## src/hdl/ssmv_pkg.sv

```systemverilog
// Package for the sector sparse matrix-vector block: table sizes, action
// codes, sequencer states and the MAC control word. No dependencies.
`timescale 1ns / 1ps
package ssmv_pkg;

    localparam int MaxBasis   = 1024;
    localparam int MaxVector  = 4096;
    localparam int MaxInverse = 65536;
    localparam int MaxNonzero = 256;
    localparam int MaxBlock   = 256;
    localparam int RowDepth   = 17;

    localparam int InWidth  = 96;
    localparam int OutWidth = 80;

    // action codes carried in tuser
    typedef enum logic [2:0] {
        ACT_ROW_PTR = 3'd0,
        ACT_MATRIX  = 3'd1,
        ACT_VECTOR  = 3'd2,
        ACT_BASIS   = 3'd3,
        ACT_INVERSE = 3'd4,
        ACT_PARITY  = 3'd5,
        ACT_COMPUTE = 3'd6,
        ACT_NONE    = 3'd7
    } t_action;

    // configuration register indexes
    localparam logic [1:0] CFG_SIGN   = 2'd0;
    localparam logic [1:0] CFG_ONSITE = 2'd1;
    localparam logic [1:0] CFG_RIGHT  = 2'd2;

    typedef enum logic [3:0] {
        S_IDLE,
        S_MAP,
        S_P0,
        S_P1,
        S_P2,
        S_WALK,
        S_MX,
        S_INV,
        S_VEC,
        S_ADD,
        S_DONE
    } t_state;

    // control word for the shared multiply-accumulate unit
    typedef struct packed {
        logic clr;
        logic mul;
        logic add;
        logic neg;
    } t_mac_ctl;

endpackage

```

## src/hdl/ssmv_mac.sv

```systemverilog
// Shared multiply-accumulate unit: registered 32x32 signed product, then a
// saturating 64-bit accumulate with optional negation. Uses ssmv_pkg.
`timescale 1ns / 1ps
module ssmv_mac (
    input  logic              i_clk,
    input  logic              i_rst_n,
    input  ssmv_pkg::t_mac_ctl i_ctl,
    input  logic signed [31:0] i_a,
    input  logic signed [31:0] i_b,
    output logic signed [63:0] o_acc
);
    import ssmv_pkg::*;

    logic signed [63:0] r_prod;
    logic signed [63:0] r_acc;
    logic signed [63:0] w_term;
    logic        [64:0] w_sum;

    // sign-adjusted product and wide sum
    assign w_term = i_ctl.neg ? -r_prod : r_prod;
    assign w_sum  = {r_acc[63], r_acc} + {w_term[63], w_term};

    // product stage
    always_ff @(posedge i_clk) begin
        if (i_ctl.mul) begin
            r_prod <= i_a * i_b;
        end
    end

    // accumulate with saturation
    always_ff @(posedge i_clk) begin
        if (!i_rst_n || i_ctl.clr) begin
            r_acc <= '0;
        end else if (i_ctl.add) begin
            if (w_sum[64] != w_sum[63]) begin
                r_acc <= w_sum[64] ? {1'b1, 63'd0} : {1'b0, {63{1'b1}}};
            end else begin
                r_acc <= w_sum[63:0];
            end
        end
    end

    assign o_acc = r_acc;

endmodule
```

## config.mk

```make
export PLATFORM = sky130hd
export DESIGN_NAME = ssmv_mac
export DESIGN_NICKNAME = d
export VERILOG_FILES = /design/src/hdl/ssmv_pkg.sv /design/src/hdl/ssmv_mac.sv
export SDC_FILE = /design/constraint.sdc
export NUM_CORES = 2
export LEC_CHECK = 0
export ABC_AREA = 1
export BUFFER_PORTS_ARGS = -buffer_cell sky130_fd_sc_hd__buf_4
export CAP_MARGIN = 10
export CORE_UTILIZATION = 60
export DETAILED_ROUTE_END_ITERATION = 12
export GPL_TIMING_DRIVEN = 0
export HOLD_SLACK_MARGIN = 0.02
export PLACE_DENSITY = 0.73
export SETUP_SLACK_MARGIN = 0.4
export SLEW_MARGIN = 20
export SYNTH_ARGS = -nofsm -noshare
export SYNTH_HDL_FRONTEND = slang
export SYNTH_SLANG_ARGS = --single-unit
```

## constraint.sdc

```tcl
create_clock -name i_clk -period 10.3 [get_ports i_clk]
set_clock_uncertainty 0.05 [all_clocks]
set_input_delay 0 -clock i_clk [delete_from_list [all_inputs] [get_ports i_clk]]
set_output_delay 0 -clock i_clk [all_outputs]
set_load 0.02 [all_outputs]
```

After elaboration in Yosys (flattened, before gate mapping)
Cells that the tools add are included.
{"block": "totals", "wordCells": 11, "romBits": 0, "in_bits": 70, "output_inout_bits": 64, "latch_bits": 0, "mem_bits_rw": 0, "n_memories": 0, "register_bits": 128}
{"block": "classes", "mul": 1, "n_mux": 3, "n_eq_ne": 1, "addsub": 2, "n_bitwise": 0, "n_lt_le_gt_ge": 0, "n_div": 0, "n_reduce_logical": 2, "n_shift": 0}
{"cell": "$mux W64", "n": 3}
{"cell": "$add A64 B64 Y65", "n": 1}
{"cell": "$mul A32 B32 Y64", "n": 1}
{"cell": "$neg A64 Y64", "n": 1}
{"cell": "$logic_not A1 Y1", "n": 1}
{"cell": "$logic_or A1 B1 Y1", "n": 1}
{"cell": "$ne A1 B1 Y1", "n": 1}

Logic depth before layout (Yosys ltp)
{"block": "logic_depth", "word_depth": 5, "mapped_depth": 34, "ltp_nobuf": 33}

Worst setup path after synthesis
OpenSTA, ideal clock, no wires.
{"block": "synth_path", "path_type": "input port to flip-flop", "from": "input i_a[31]", "to": "register r_prod[61], data pin", "slack_ns": 3.314, "arrival_ns": 6.678, "setup_time_ns": 0.259, "required_time_ns": 9.991, "n_path_buf": 1, "cell_stages": 27, "cell_sequence": "clkbuf_1 -> nand2_1 -> inv_1 -> fa_1 -> inv_1 -> fa_1 -> inv_1 -> fa_1 -> fa_1 -> inv_1 -> fa_1 -> inv_1 -> fa_1 -> inv_1 -> fa_1 -> fa_1 -> inv_1 -> ha_1 -> a21oi_1 -> inv_1 -> a31oi_1 -> o21ai_0 -> nand3_1 -> nand2_1 -> a21oi_1 -> nand2_1 -> xor2_1"}
{"block": "synth_via", "elab_chain_len": 1}
{"element": "start: declaration", "line_no": "ssmv_mac.sv:8", "source": "input logic signed [31:0] i_a,"}
{"element": "$mul A32 B32 Y64", "line_no": "ssmv_mac.sv:26", "source": "r_prod <= i_a * i_b;"}
{"element": "end signal: assignment", "line_no": "ssmv_mac.sv:26"}
{"element": "end: declaration", "line_no": "ssmv_mac.sv:14", "source": "logic signed [63:0] r_prod;"}
No other way between the ends.
A chain may end at the register's enable or synchronous reset.

Final worst setup path
{"block": "layout_path", "from": "input i_b[1]", "to": "register r_prod[61], data pin"}
{"block": "layout_via", "elab_chain_len": 1}
{"element": "start: declaration", "line_no": "ssmv_mac.sv:9", "source": "input logic signed [31:0] i_b,"}
{"element": "$mul A32 B32 Y64", "line_no": "ssmv_mac.sv:26"}
No other way between the ends.

==> reports/qor.yml <==
worstSetupPathType: "in2reg"
finalMaxSlewViolations: 0
postLayoutCellArea_um2: 51100
reg2reg_from: "r_prod[48]$_DFFE_PP_"
die_area_um2: 81300
layout_min_cycle_time_ns: 9.00
gp_routability_congestion: 1.09
count_of_maximum_capacitance_violations: 0
final_hold_viol_count: 1
cp-endpoint: "r_prod[61]$_DFFE_PP_"
avgViaCountPerCell: 5.63
insertion_delay_ns: 0.46
critical_path.startpoint_type: "input port"
synth_seq_cells: 128
grtUsageTotal_pct: 45.6
starting_drc_count_in_detailed_routing: 4130
port_buffers: 132
synth_area_leader_cell: "fa_1"
final.hold.worst_slack_ns: -0.00546
top_level_ports: 134
worst-endpoint-arrival_ns: 9.15
syn_avg_cell_area_um2: 7.73
detail_route.drc_violations: 0
drt.antenna.violating_nets: 0
clock-sinks: 128
netlist.area_leader.share_pct: 45.1
setup.reg_to_reg.worst_slack_ns: 4.68
numCtsBuffers: 17
fin_setup_tns_ns: 0
maxSlewHeadroom_pct: 4.02
synthesis.area_um2: 48100
start_util_pct: 60.8
synth_cells: 6227
postSynthNetCount: 7629
number_of_antenna_violations_at_the_first_check_in_global_routing: 5
grt_pass1_vias: 43844
finish.net_count: 7783
number_of_placement_rows: 103
required_ns: 10.45
most_repeated_cell_in_the_gate_level_netlist_after_synthesis: "inv_1"
grt_max_degree: 65
core_area_um2: 79100
synth_top_cells_by_area: "fa_1 (45%), inv_1 (14%), nand2_1 (12%)"
setup_viol: 0
period_share_pct: 87.4
final.fill_count: 7192
critical_path.endpoint_type: "flip-flop"
tightestPinTransition_ns: 1.44
cp-startpoint: "i_b[1]"
final_layout_size_suffix_gt1_share_pct: 3.13
root_driver: "clkbuf_16"
yosysWarningCount: 0
seq_area_frac_synth_pct: 6.66
timing.rr.end: "o_acc[51]$_SDFFE_PP0P_"
drt-total-wl_mm: 181
fmaxAchievable_ghz: 0.111
post-dp-hpwl_mm: 151
area_growth_pct: 6.22
worstHoldPathType: "in2reg"
outcome: "finished, violations left"
synth.lib_cells_used.distinct: 45
max-clock-path-buffers: 2
cts_tree: "built"
grt_first_pass_wirelength_mm: 267
worst-path-max-fanout: 11
synth_ff_type: "edfxtp_1"
die_x_um: 285
vias: 41929
clkSlewWorstSetupHoldPaths_ns: 0.06
unrepaired_setup_endpoints_after_global_routing: "false"
postSynth.asyncResetShare_pct: 0
h-tree-depth: 4
worstRegToRegCells: 23
synthTopCellsByCount: "inv_1 (1787), nand2_1 (1579), fa_1 (1083)"
final_core_utilization_pct: 64.6
firstDrtPassIters: 6
synth_edf_count: 64
wl_per_cell_um: 24.3
die_height_um: 285
violations: "negative hold slack"
placedInstanceArea_um2: 50400
global_route.overflow_total: 0
[through the flow]
stage | hold WS [ns] | instances | setup WS [ns]
finish | -0.00546 | 7446 | 1.30
global route | 0.0201 | 7445 | 1.07
CTS | 0.0875 | 7444 | 1.54
detailed placement | 0.310 | 7409 | 1.27
global placement | 0.316 | 7409 | 1.27
floorplan | 0.0625 | 6227 | 3.31
[layout by cell type (no fill, tap or decap), types with 121 or more instances in the layout]
| cell type | instances |
|---|---|
| nand2_1 | 1579 |
| inv_1 | 1787 |
| nor2_1 | 283 |
| fa_1 | 1082 |
| a21oi_1 | 214 |
| xor2_1 | 121 |
| buf_4 | 137 |
| o21ai_0 | 150 |
| ha_1 | 249 |
| clkbuf_1 | 205 |
| nand3_1 | 127 |
[state kept, by name, indices dropped and copies added, names as in the netlist]
| signal | flops |
|---|---|
| r_prod | 64 |
| o_acc | 64 |
[logic make-up (layout without fill, tap and decap cells)]
| kind of cell | after synthesis | count (layout) | share of synthesized area, % |
|---|---|---|---|
| simple gates | 2109 | 2109 | 17.3 |
| buf+inv | 2011 | 2178 | 15.8 |
| fa+ha+maj | 1332 | 1332 | 51.5 |
| compound gates | 473 | 473 | 5.45 |
| xor+xnor | 174 | 174 | 3.17 |
| flops | 128 | 128 | 6.66 |
| other cells | 0 | 2 | 0 |
[metal layers]
metal	vias up	share of wire, %	GRT usage (%)
met4	6	9.1	32.6
met3	776	13	14.4
li1	18232	-	-
met1	20145	34	53.1
met5	-	0.047	0
met2	2770	44	71.7
[layout make-up]
cell class	instances	area (um2)	area share [%]
multi-input cells	4088	37300	73.0
inverters	1788	6710	13.1
flip-flops and latches	128	3200	6.27
well taps	1050	1310	2.57
repair buffers	135	1020	2.00
plain buffers	223	910	1.78
clock buffers	17	425	0.833
clock inverters	15	209	0.409
diodes	2	5.00	0.00979
[worst min path at each step]
stage / slack, ns / cells past startpoint / endpoint / startpoint
finish: -0.005 / 5 / o_acc[42]$_SDFFE_PP0P_ / i_rst_n
global route: 0.02 / 5 / o_acc[45]$_SDFFE_PP0P_ / i_rst_n
CTS: 0.09 / 5 / o_acc[42]$_SDFFE_PP0P_ / i_rst_n
detailed placement: 0.31 / 3 / r_prod[0]$_DFFE_PP_ / i_b[0]
global placement: 0.32 / 3 / r_prod[0]$_DFFE_PP_ / i_b[0]
floorplan: 0.06 / 0 / r_prod[0]$_DFFE_PP_ / i_ctl[2]
[critical path, stage by stage]
cell and delay [ns]:
dlygate4sd3_1 0.52, buf_4 0.16, clkbuf_1 0.86, nand2_1 0.12, inv_1 0.09, ha_1 0.29
fa_1 0.61, fa_2 0.64, fa_1 1.09, inv_1 0.47, fa_1 0.62, inv_1 0.06
fa_1 0.52, inv_1 0.05, fa_1 0.51, inv_1 0.07, fa_1 0.46, ha_1 0.41
a21oi_1 0.22, inv_1 0.06, a31oi_1 0.27, o21ai_0 0.13, a31oi_1 0.26, nand2_1 0.15
a21oi_1 0.14, nand2_1 0.15, xor2_1 0.17
[timing repair]
item	4_1_cts	5_1_grt
hold buffers	3	0
gates resized for setup	0	0
endpoints found under the hold margin	3	0
setup buffers	0	0
Power is left out: the tool's default activity adds up to more than one toggle a clock period on the data nets, which glitch-free logic cannot reach.
